==> src/utf8_to_font_codepage_decoder_core_defines.svh <==
// Assertion macros for the UTF-8 to font code page decoder.
`ifndef UTF8_TO_FONT_CODEPAGE_DECODER_CORE_DEFINES_SVH
`define UTF8_TO_FONT_CODEPAGE_DECODER_CORE_DEFINES_SVH

// Same-cycle implication, sampled on clk, off during reset.
`define U8FC_ASSERT_IMP(lbl, ante, cons) \
	lbl: assert property (@(posedge clk) disable iff (!arst_n) (ante) |-> (cons)) \
		else $error("u8fc assertion failed");

// Next-cycle implication, sampled on clk, off during reset.
`define U8FC_ASSERT_NXT(lbl, ante, cons) \
	lbl: assert property (@(posedge clk) disable iff (!arst_n) (ante) |=> (cons)) \
		else $error("u8fc assertion failed");

`endif

==> src/u8fc_pkg.sv <==
// Shared types and constants of the UTF-8 to font code page decoder.
`default_nettype none

package u8fc_pkg;

	localparam int unsigned ByteW = 8;

	// Lead bytes that select a mapping.
	localparam logic [ByteW-1:0] PFX_LATIN1 = 8'hC2;
	localparam logic [ByteW-1:0] PFX_LATIN2 = 8'hC3;
	localparam logic [ByteW-1:0] PFX_EURO   = 8'h82;
	localparam logic [ByteW-1:0] PFX_CYR0   = 8'hD0;
	localparam logic [ByteW-1:0] PFX_CYR1   = 8'hD1;
	localparam logic [ByteW-1:0] PFX_CYR2   = 8'hD2;

	// Input register contents handed from the front stage to the mapper.
	typedef struct packed {
		logic             valid;
		logic [ByteW-1:0] cur;   // byte of this beat
		logic [ByteW-1:0] prev;  // remembered high byte before this beat
	} s1_t;

endpackage

`default_nettype wire

==> src/u8fc_front.sv <==
// Input register and one-byte lead memory of the decoder.
`default_nettype none

module u8fc_front (
	input  wire logic                  clk,
	input  wire logic                  arst_n,
	input  wire logic                  advance,
	input  wire logic                  byte_valid,
	input  wire logic [7:0]            in_byte,
	output u8fc_pkg::s1_t              stage_s1
);
	import u8fc_pkg::*;

	logic             take;
	logic [ByteW-1:0] prev_high_q;
	logic             valid_s1;
	logic [ByteW-1:0] cur_s1;
	logic [ByteW-1:0] prev_s1;

	assign take = advance && byte_valid;

	always_ff @(posedge clk or negedge arst_n) begin
		if (!arst_n) begin
			valid_s1    <= 1'b0;
			prev_high_q <= '0;
		end else begin
			if (advance) begin
				valid_s1 <= byte_valid;
			end
			// ASCII clears the memory, anything else becomes the new lead
			if (take) begin
				prev_high_q <= in_byte[ByteW-1] ? in_byte : '0;
			end
		end
	end

	always_ff @(posedge clk) begin
		if (take) begin
			cur_s1  <= in_byte;
			prev_s1 <= prev_high_q;
		end
	end

	assign stage_s1 = '{valid: valid_s1, cur: cur_s1, prev: prev_s1};

endmodule

`default_nettype wire

==> src/u8fc_map.sv <==
// Lead-byte selected mapping into the font code page.
`default_nettype none

module u8fc_map (
	input  wire u8fc_pkg::s1_t stage_s1,
	output logic [7:0]         code
);
	import u8fc_pkg::*;

	logic [ByteW-1:0] b;
	logic [ByteW-1:0] p;

	assign b = stage_s1.cur;
	assign p = stage_s1.prev;

	always_comb begin
		code = '0;
		if (!b[ByteW-1]) begin
			code = b;
		end else begin
			case (p)
				PFX_LATIN1: code = b;
				PFX_LATIN2: code = b | 8'hC0;
				PFX_EURO: begin
					code = (b == 8'hAC) ? 8'hEA : 8'h00;
				end
				PFX_CYR0: begin
					case (b) inside
						8'h81:          code = 8'h84;
						8'h84:          code = 8'hA0;
						8'h86:          code = 8'hA1;
						8'h87:          code = 8'h9F;
						[8'h90:8'hAF]:  code = b - 8'd17;
						[8'hB0:8'hBF]:  code = b - 8'd49;
						default:        code = 8'h00;
					endcase
				end
				PFX_CYR1: begin
					case (b) inside
						8'h91:          code = 8'h84;
						8'h94:          code = 8'hA0;
						8'h96:          code = 8'hA1;
						8'h97:          code = 8'h9F;
						[8'h80:8'h8F]:  code = b + 8'd15;
						default:        code = 8'h00;
					endcase
				end
				PFX_CYR2: begin
					code = (b == 8'h90 || b == 8'h91) ? 8'h82 : 8'h00;
				end
				default: code = 8'h00;
			endcase
		end
	end

endmodule

`default_nettype wire

==> src/utf8_to_font_codepage_decoder_core.sv <==
// Top level of the UTF-8 to font code page decoder.
//
//  channel  | valid        | ready        | payload
//  ---------+--------------+--------------+-------------------------
//  in       | byte_valid   | byte_ready   | in_byte    [7:0]
//  out      | glyph_valid  | glyph_ready  | glyph_code [7:0], 1..255
//
// One beat per cycle sustained while the output is not stalled; a byte is registered
// in the input register as it is taken and reaches glyph_code via the result register.
// The lead-byte memory is updated as the byte is taken, so back-to-back
// bytes see the right prefix without any feedback from the mapper.
// Reset clears the valid flags and the lead memory; payload flops are not reset.
// A byte that maps to code 0 is dropped in the input stage, so it never waits
// on a stalled output. Otherwise the input stage moves only when the result
// register is empty or being read.
`default_nettype none

module utf8_to_font_codepage_decoder_core (
	input  wire logic       clk,
	input  wire logic       arst_n,
	input  wire logic       byte_valid,
	output logic            byte_ready,
	input  wire logic [7:0] in_byte,
	output logic            glyph_valid,
	input  wire logic       glyph_ready,
	output logic [7:0]      glyph_code
);
	import u8fc_pkg::*;

`include "utf8_to_font_codepage_decoder_core_defines.svh"

	s1_t              stage_s1;
	logic [ByteW-1:0] code;
	logic             emit;      // stage 1 holds a beat with a nonzero result
	logic             out_free;  // result register can load this cycle
	logic             advance;   // stage 1 may take a new beat
	logic             glyph_valid_q;
	logic [ByteW-1:0] glyph_q;

	u8fc_front u_front (
		.clk        (clk),
		.arst_n     (arst_n),
		.advance    (advance),
		.byte_valid (byte_valid),
		.in_byte    (in_byte),
		.stage_s1   (stage_s1)
	);

	u8fc_map u_map (
		.stage_s1 (stage_s1),
		.code     (code)
	);

	assign emit     = stage_s1.valid && (code != '0);
	assign out_free = !glyph_valid_q || glyph_ready;
	// stage 1 empties when its beat is dropped or handed to the result register
	assign advance  = !emit || out_free;

	assign byte_ready = advance;

	always_ff @(posedge clk or negedge arst_n) begin
		if (!arst_n) begin
			glyph_valid_q <= 1'b0;
		end else if (out_free) begin
			glyph_valid_q <= emit;
		end
	end

	always_ff @(posedge clk) begin
		if (out_free && emit) begin
			glyph_q <= code;
		end
	end

	assign glyph_valid = glyph_valid_q;
	assign glyph_code  = glyph_q;

	// zero codes must never leave the block
	`U8FC_ASSERT_IMP(a_no_zero_out, glyph_valid, glyph_code != 8'h00)
	// a mapped beat with room downstream shows up as a result next cycle
	`U8FC_ASSERT_NXT(a_emit_lands, emit && out_free, glyph_valid)
	// a mapped beat blocked by a full output stays in stage 1
	`U8FC_ASSERT_NXT(a_s1_holds, emit && !out_free, stage_s1.valid && $stable(stage_s1.cur))
	// input is refused only while a result is stuck downstream
	`U8FC_ASSERT_IMP(a_ready_why, !byte_ready, glyph_valid && !glyph_ready)

endmodule

`default_nettype wire

==> config.mk <==
export PLATFORM = sky130hd
export DESIGN_NAME = utf8_to_font_codepage_decoder_core
export DESIGN_NICKNAME = d
export VERILOG_FILES = /design/src/u8fc_pkg.sv /design/src/u8fc_front.sv /design/src/u8fc_map.sv /design/src/utf8_to_font_codepage_decoder_core.sv
export VERILOG_INCLUDE_DIRS = /design/src /design/src/src
export SDC_FILE = /design/constraint.sdc
export NUM_CORES = 1
export LEC_CHECK = 0
export CORE_AREA = 2 2 65 67
export CTS_BUF_LIST = sky130_fd_sc_hd__clkbuf_4 sky130_fd_sc_hd__clkbuf_8
export CTS_CLUSTER_DIAMETER = 100
export DETAILED_ROUTE_END_ITERATION = 8
export DIE_AREA = 0 0 67 69
export DONT_BUFFER_PORTS = 1
export PLACE_DENSITY = 0.8
export SYNTH_ARGS = -nofsm -noshare
export SYNTH_HDL_FRONTEND = slang
export SYNTH_SLANG_ARGS = --single-unit
==> constraint.sdc <==
create_clock -name clk -period 10.5 [get_ports clk]
set_clock_uncertainty 0.05 [all_clocks]
set_input_delay 1.05 -clock clk [delete_from_list [all_inputs] [get_ports clk]]
set_output_delay 1.05 -clock clk [all_outputs]
set_load 0.05 [all_outputs]
==> results of run 1 <==
registers in the layout, summed over array words and instances (netlist names):
signal	cells
glyph_code	8
glyph_valid	1
u_front.cur_s1	8
u_front.prev_high_q	8
u_front.prev_s1	8
u_front.valid_s1	1
layer usage:
metal | routed length, µm | up-vias | GRT usage
met5 | 0 | - | 0
li1 | - | 852 | -
met4 | 231 | 0 | 0.1224
met3 | 451 | 26 | 0.06688
met2 | 2705 | 153 | 0.4070
met1 | 2137 | 912 | 0.3218
cell usage after synthesis (all sizes together), types with 2 or more instances:
cell type   n
or4         4
or4bb       2
inv         5
a21oi       7
ha          5
o22ai       2
a211oi      2
dfrtp      10
o211ai     11
and3        9
and3b       2
a22oi       5
nand3b      4
nand3      11
or2         2
a31oi       2
a21o        2
or4b        2
a32oi       8
mux2i       2
o41ai       8
clkbuf     10
nor4        2
nand2b      3
nand2       6
buf         7
o2111ai     2
o21ai       9
nor3        6
xnor2       2
a311oi      2
nor2       10
or3         3
nor4b       2
a21boi      2
edfxtp     24
through the flow:
| stage | hold slack [ps] | std cells | setup WS, ps | cell area, µm² | util |
|---|---|---|---|---|---|
| finish | 401.0 | 253 | 5648 | 2369 | 0.6052 |
| global route | 383.6 | 253 | 5390 | 2369 | 0.6052 |
| CTS | 394.5 | 253 | 5677 | 2369 | 0.6052 |
| detailed placement | 415.8 | 245 | 5982 | 2226 | 0.5687 |
| global placement | 418.5 | 245 | 6124 | 2226 | 0.5687 |
| floorplan | 389.6 | 212 | 6284 | 2255 | - |
area by class of cell:
type / instances / area, µm² / share of cell area
tap: 50 / 62.56 / 0.02641
sequential: 34 / 970.9 / 0.4099
inverter: 5 / 18.77 / 0.007924
clock inverter: 2 / 60.06 / 0.02536
clock buffer: 6 / 82.58 / 0.03487
multi-input combinational: 156 / 1174 / 0.4955
cell families after synthesis:
kind of cell	count (synthesis)	synth area share
simple gates	75	0.2092
compound gates	72	0.2669
flops	34	0.4306
buf+inv	22	0.04884
fa+ha+maj	5	0.02775
xor+xnor	2	0.007771
mux	2	0.008879
final timing paths:
path	from	to	slack, ps	cells past startpoint
setup / recovery	u_front.cur_s1[0]	byte_ready	5650	9
hold / removal	arst_n	u_front.prev_high_q[7]	400	0
setup reg to reg	u_front.cur_s1[4]	u_front.cur_s1[1]	6600	7
hold reg to reg	u_front.prev_high_q[6]	u_front.prev_s1[6]	430	0
max in group asynchronous	arst_n	u_front.prev_high_q[0]	9930	0
min in group clk	u_front.prev_high_q[6]	u_front.prev_s1[6]	430	0
power groups by stage:
stage | logic (W) | registers [W] | clock network, W
6_report | 0.0000545 | 0.000194 | 0.000149
5_1_grt | 0.0000596 | 0.000196 | 0.000157
4_1_cts | 0.0000533 | 0.000193 | 0.000149
3_5_place_dp | 0.0000529 | 0.000196 | 0
3_3_place_gp | 0.0000512 | 0.000195 | 0
2_1_floorplan | 0.0000511 | 0.000186 | 0
==> results.txt, run 1 <==
In this run the worst path has a maximum fanout of 13. 22 I/O pins were placed. The final estimated routing congestion in global placement came out at 0.9720.

The standard cell with the maximum stage delay on the critical path is sky130_fd_sc_hd__a21oi_1. Measured along the y axis, the die boundary spans 69 µm. Counting flops with a built-in enable in the synthesized netlist gives 24. The count of mapped cells out of synthesis is 212.

For this run, the slowest stage of the critical path takes 580 ps. The repair_antennas step left the layout with diodes totalling 0. The worst setup path is of the reg -> out kind. Yosys printed 0 warnings. At the worst endpoint, the required time is 9400 ps. The clock latency on the worst-skew pair is 280 ps.

On the critical path the largest part of the delay comes from simple AND/OR/NAND/NOR gates. The most used flip-flop cell after synthesis is sky130_fd_sc_hd__edfxtp_1. The number of clock sinks came out at 34.

The clock network fraction of total power came out at 0.374. The half-perimeter wire length after detailed placement came out at 3912 µm. The routed via count divided by cell count came out at 7.680. The fraction of the yosys area taken by sequential cells came out at 0.4306.

The mean post-synth cell area came out at 10.64 µm². The number of register bits inferred by synthesis came out at 34. Walking the worst path, the cells encountered are inv_1 > ha_1 > or4bb_1 > nor3_1 > nand2_1 > and3b_1 > a21oi_1 > or4_4 > nand3_1. The highest clock frequency the design can meet is 0.2061 GHz. STA classifies the critical path startpoint as a flop. The switching share of power is 0.2806. The via count of the first global-routing pass came out at 1,837.

The total via count after detailed routing is 1,943. The total internal power is 0.0002858 W. The average detailed-routed wire length per instance came out at 21.84 µm.

The effective utilization at floorplan came out at 0.5761. The cell row count came out at 23. The share of the clock period used by the worst path after layout is 0.4621. The hold buffer count at cts came out at 0.

The initial antenna violation count is 0. Setup violations remaining at the end of the flow were counted as 0. For this design the ratio of total power to cell area is 167.7 mW/mm². The data arrival at the endpoint of the critical path came out at 3750 ps.

The length of the first detailed-routing pass in iterations came out at 7. The die area came out at 0.004623 mm². In this run the worst hold path is classified as in -> async.

The number of buffers and inverters on the critical path came out at 1. The endpoint type of the worst setup path is an output pin. The die boundary width came out at 67 µm. The max capacitance violation total came out at 0. IR analysis of the VDD net gives a maximum drop of 0.1363 mV. The largest net degree at the start of global routing is 18. The number of DRC markers in iteration 0 came out at 446. The biggest area contributor in the post-synthesis netlist is sky130_fd_sc_hd__edfxtp_1. For this run, the post-layout net count is 219.

The clock slew seen by the registers of the worst setup and hold paths came out at 70 ps. The number of buffers created by CTS is 5. The count of distinct cell types in the synthesized netlist came out at 62.

The leakage power is 0.8055 nW. The fraction of synthesis flops using an asynchronous set or reset pin is 0.2941. The number of failing hold endpoints at the final stage came out at 0. The post-detailed-route count of antenna-violating nets came out at 0.

The routed design has 5525 µm of wire. The signed area change from the synthesized netlist to the final layout came out at 5.050%. The number of max-slew violations in the final report is 0. TritonCTS built the clock tree. The flow ran to the end, and the final reports show no timing, DRC or antenna violations. The most frequent standard cell in the layout excluding fill and tap cells is sky130_fd_sc_hd__edfxtp_1. The root buffer cell chosen for the clock tree is sky130_fd_sc_hd__clkbuf_8. The fraction of final layout cells sized beyond drive strength 1 is 0.1084. The maximum clock path buffer count is 2. The clock tree synthesis step divided the H-tree into 2 levels. Setup repair after global routing left no endpoint under its margin. The remaining global-route overflow is 0. Adding up every negative setup slack in the final design gives 0 ps. When the netlist entered floorplanning its net count stood at 229.

The sequential power share came out at 0.488. The design draws 0.0003972 W. The wire length of the first global-routing pass is 9066 µm. The switching power total came out at 0.0001115 W. In this run the tightest slew margin relative to its limit is 0.3906. At the pin with the least slew margin, the transition time is 912.2 ps.

The library cells used most frequently in the layout, excluding fill and tap cells, are sky130_fd_sc_hd__edfxtp_1, sky130_fd_sc_hd__nand3_1, sky130_fd_sc_hd__nor2_1, sky130_fd_sc_hd__dfrtp_1. The floorplan step defined a core boundary enclosing 0.003914 mm². In this run the post-CTS setup repair buffer count came out at 0. Post-CTS repair changed the size of 0 cells. The synthesized area is 0.002255 mm². The layout has 317 filler cells. In the post-synthesis netlist, the biggest area contributors are sky130_fd_sc_hd__edfxtp_1, sky130_fd_sc_hd__dfrtp_1, sky130_fd_sc_hd__o211ai_2. The top-area cell type share of the netlist area is 0.3196.

The routed design could run at a clock period as short as 4852 ps. Of the total power, combinational logic draws 0.137. The count of unresolved DRC violations after routing came out at 0. The count of input and output buffers is 0.

The all-layer global routing usage is 0.2570.
No activity file was read; power rests on OpenSTA's default activity.
==> run 2, diff against run 1 <==
--- a/config.mk
+++ b/config.mk
@@ -6,13 +6,14 @@
 export SDC_FILE = /design/constraint.sdc
 export NUM_CORES = 1
 export LEC_CHECK = 0
+export ABC_AREA = 1
 export CORE_AREA = 2 2 65 67
 export CTS_BUF_LIST = sky130_fd_sc_hd__clkbuf_4 sky130_fd_sc_hd__clkbuf_8
 export CTS_CLUSTER_DIAMETER = 100
 export DETAILED_ROUTE_END_ITERATION = 8
 export DIE_AREA = 0 0 67 69
 export DONT_BUFFER_PORTS = 1
-export PLACE_DENSITY = 0.8
+export PLACE_DENSITY = 0.81
 export SYNTH_ARGS = -nofsm -noshare
 export SYNTH_HDL_FRONTEND = slang
 export SYNTH_SLANG_ARGS = --single-unit
==> constraint.sdc (replaced) <==
create_clock -name clk -period 4.8 [get_ports clk]
set_clock_uncertainty 0.05 [all_clocks]
set_input_delay 0.48 -clock clk [delete_from_list [all_inputs] [get_ports clk]]
set_output_delay 0.48 -clock clk [all_outputs]
set_load 0.05 [all_outputs]
==> run 2 against run 1 <==
  * Synthesized cell count is 45% higher
  * Sequential share of layout area decreased by 0.66 points
  * Sequential power rose by 120%
  * Power grew 100%
  * Die area unchanged
  * Non-clock buffer count is 1 higher
  * Routed wire length down 14%
  * Critical path type is now reg -> reg
  * Largest cell class unchanged
  * Highest routed layer unchanged
==> results.txt, run 2 <==
The maximum clock path buffer count is 2 (unchanged). The area growth from synthesis to layout is 5.309%. The initial antenna violation count is 0 (unchanged). The leakage power came to 1.276 nW (+58%). The remaining global-route overflow is 0 (unchanged). The class of the most critical hold timing path is in -> reg.

The largest net degree at the start of global routing came out at 17 (-1). The number of nets in the layout was 327 (+49%). The cell area power density came out at 331.2 mW/mm² (+97%). The final estimated routing congestion in global placement is 0.9927 (+2.1%). The final critical-path required period came out at 3327 ps. The setup slack on the worst flop-to-flop path came to 1470 ps (-5130 ps). The largest voltage drop on the vdd net came out at 0.2191 mV (+61%).

The count of unresolved DRC violations after routing was 0 (unchanged). The wire length of the first global-routing pass is 8079 µm (-11%). The clock slew seen by the registers of the worst setup and hold paths came out at 80 ps (about the same). The effective utilization at floorplan was 0.5841 (+0.007992). The setup violation total in the final timing report came out at 0 (unchanged). The endpoint required time on the critical path came to 4680 ps (-4720 ps). The clock latency on the worst-skew pair came to 290 ps (about the same). The fraction of final layout cells sized beyond drive strength 1 is 0.1415 (+0.03310).

The synthesized area is 0.002286 mm² (+1.4%). The length of the first detailed-routing pass in iterations is 4 (-3). The met1 global-route usage is 0.2685 (-0.05329). The max capacitance violation total came to 0 (unchanged).

The worst relative slew slack was 0.5638 (+0.1732). Sorting the synthesized cells by area gives the leading types as sky130_fd_sc_hd__edfxtp_1, sky130_fd_sc_hd__nand2_1, sky130_fd_sc_hd__dfrtp_1. The global routing usage on met3 is 0.06525 (-0.001631). The number of max-slew violations in the final report is 0 (unchanged). The final sum of negative setup slack is 0 ps (unchanged). The run finished with clean final reports.

The CTS H-tree depth is 2 (unchanged). The category of the critical setup timing path is reg -> reg. The number of clock sinks is 34 (unchanged). The count of input and output buffers is 0 (unchanged). The instance area at placement came to 0.002285 mm² (+2.6%). The die boundary width came out at 67 µm (unchanged). Among all flip-flop cells after synthesis, the most frequent one is sky130_fd_sc_hd__edfxtp_1. The count of distinct cell types in the synthesized netlist came to 24 (-61%). The post-detailed-route count of antenna-violating nets came out at 0 (unchanged). The post-route total power is 0.0007972 W (+100%). The top-area cell type share of the netlist area came out at 0.3153 (-0.004374). The mean post-synth cell area came out at 7.422 µm² (-30%). The all-layer global routing usage came out at 0.2307 (-0.02632).

Dividing the final minimum period by the clock period gives 0.6932. The via count of the first global-routing pass is 1,868 (+1.7%). The number of nets produced by synthesis came out at 325 (+42%). The worst slack at placement came out at 1481 ps (-4500 ps). The wire length reported by the detailed router came out at 4749 µm (-14%).

The floorplan core area came out at 0.003914 mm² (unchanged). The count of warnings emitted by yosys is 0 (unchanged). The cell row count was 23 (unchanged). The number of cells upsized or downsized after cts was 0 (unchanged). In the layout the commonest cells are sky130_fd_sc_hd__nand2_1, sky130_fd_sc_hd__nor2_1, sky130_fd_sc_hd__inv_1.

The TritonCTS clock tree is built. The number of register bits inferred by synthesis came out at 34 (unchanged). The area of all placed cells without fillers is 0.002407 mm² (+1.6%).

The floorplan die height is 69 µm (unchanged). The data arrival at the endpoint of the critical path came out at 3200 ps (-550 ps). The number of failing hold endpoints at the final stage came out at 0 (unchanged). The fraction of the yosys area taken by sequential cells came out at 0.4247 (-0.005893). The number of flops mapped to enable cells by yosys came out at 24 (unchanged). The final core area utilization is 0.6151 (+0.009911). Summed over all instances, the cell type with the most area after synthesis is sky130_fd_sc_hd__edfxtp_1. The number of buffers created by CTS is 5 (unchanged). The largest driver fanout on the critical path came to 16 (+3). The total via count after detailed routing is 1,904 (-2.0%).

The average detailed-routed wire length per instance came out at 13.16 µm (-40%). Setup repair after global routing left no endpoint under its margin. The transition time at the pin with the least slew margin was 651.9 ps (-260.3 ps). The routed via count divided by cell count is 5.274 (-31%). The count of mapped cells out of synthesis was 308 (+45%). After synthesis, the most frequently instantiated cells are sky130_fd_sc_hd__nand2_1, sky130_fd_sc_hd__nor2_1, sky130_fd_sc_hd__inv_1. In the post-synthesis netlist, the cell with the most instances is sky130_fd_sc_hd__nand2_1.

The global routing met2 resource utilization came out at 0.3949 (-0.01210). The die area came out at 0.004623 mm² (unchanged). The number of DRC markers in iteration 0 came out at 136 (-70%). The I/O pin count came out at 22 (unchanged). STA classifies the critical path startpoint as a flop.

The worst setup margin is 1473 ps (-4175 ps). The CTS root buffer is sky130_fd_sc_hd__clkbuf_8. In this run the most used layer during global routing was met2. The half-perimeter wire length after detailed placement came out at 3870 µm (-1.1%).

The count of inserted antenna diode cells was 0 (unchanged). The library cell used most frequently in the layout, excluding fill and tap cells, is sky130_fd_sc_hd__nand2_1. Derived from the worst setup path, the maximum achievable clock frequency is 0.3006 GHz.

The fraction of synthesis flops using an asynchronous set or reset pin came out at 0.2941 (unchanged). The endpoint type of the worst setup path is a flop.
==> run 2: cell types whose count changed after synthesis, moves of 9 or more <==
cell	delta
sky130_fd_sc_hd__nand3_1	+13
sky130_fd_sc_hd__nand2_1	+104
sky130_fd_sc_hd__nand3_2	+9
sky130_fd_sc_hd__and3_1	-9
sky130_fd_sc_hd__o211ai_2	-9
sky130_fd_sc_hd__clkbuf_1	-10
sky130_fd_sc_hd__inv_1	+34
sky130_fd_sc_hd__nor2_1	+30
==> run 2: routing by layer <==
metal / up-vias / share of wire
li1: 959 / -
met1: 857 / 0.41
met2: 72 / 0.49
met3: 16 / 0.071
met4: 0 / 0.025
met5: - / 0
==> run 2: final timing paths <==
path	startpoint	to	depth (start not counted)
max reg2reg	u_front.cur_s1[0]	u_front.cur_s1[6]	14
min	in_byte[3]	u_front.cur_s1[3]	0
max in group asynchronous	arst_n	u_front.prev_high_q[3]	1
min reg2reg	u_front.prev_high_q[2]	u_front.prev_s1[2]	0
max	u_front.cur_s1[0]	u_front.cur_s1[6]	14
min in group asynchronous	arst_n	u_front.prev_high_q[4]	1
==> run 2: timing repair <==
action / 4_1_cts / 5_1_grt
hold endpoints to repair: 10 / 0
setup buffers: 0 / 0
hold buffers: 1 / 0
setup endpoints to repair: 0 / 0
==> run 2: metrics by stage <==
| stage | hold WS (ps) | cells |
|---|---|---|
| 6_report | 226.5 | 361 |
| 3_3_place_gp | 134.7 | 352 |
| 2_1_floorplan | 134.4 | 308 |
| 4_1_cts | 222.3 | 361 |
| 3_5_place_dp | 134.7 | 352 |
| 5_1_grt | 216.0 | 361 |
==> run 2: cell families (layout without fill, tap and decap cells) <==
logic type,Yosys count,after routing,synth area share
simple gates,201,201,0.4012
buf+inv,53,56,0.1056
flops,34,34,0.4247
compound gates,14,14,0.03722
fa+ha+maj,5,5,0.02737
xor+xnor,1,1,0.003832
==> run 2: final cells by class <==
cell class              count  area, µm²
well taps                  50      62.56
clock buffers               5      68.82
inverters                  47      177.7
repair buffers              1      10.01
fillers                   361       1506
multi-input cells         221       1074
flip-flops and latches     34      970.9
clock inverters             3      43.79
==> run 2: where the power goes <==
part	leakage [nW]	switching [W]	total, W	internal [W]
combinational	0.860	0.0000800	0.000113	0.0000329
sequential	0.361	0.0000609	0.000418	0.000357
clock	0.0547	0.000112	0.000267	0.000155
==> run 2: critical path: stages, from the launching register on <==
cell	delay [ps]
sky130_fd_sc_hd__edfxtp_1	460
sky130_fd_sc_hd__inv_1	200
sky130_fd_sc_hd__ha_1	220
sky130_fd_sc_hd__nand3_1	220
sky130_fd_sc_hd__a21oi_2	220
sky130_fd_sc_hd__inv_2	70
sky130_fd_sc_hd__nand3_1	90
sky130_fd_sc_hd__nand2_1	50
sky130_fd_sc_hd__nor2_1	120
sky130_fd_sc_hd__nand2_1	70
sky130_fd_sc_hd__nor2_1	170
sky130_fd_sc_hd__nand2_2	100
sky130_fd_sc_hd__nand3_4	250
sky130_fd_sc_hd__nand2_2	200
sky130_fd_sc_hd__inv_1	480
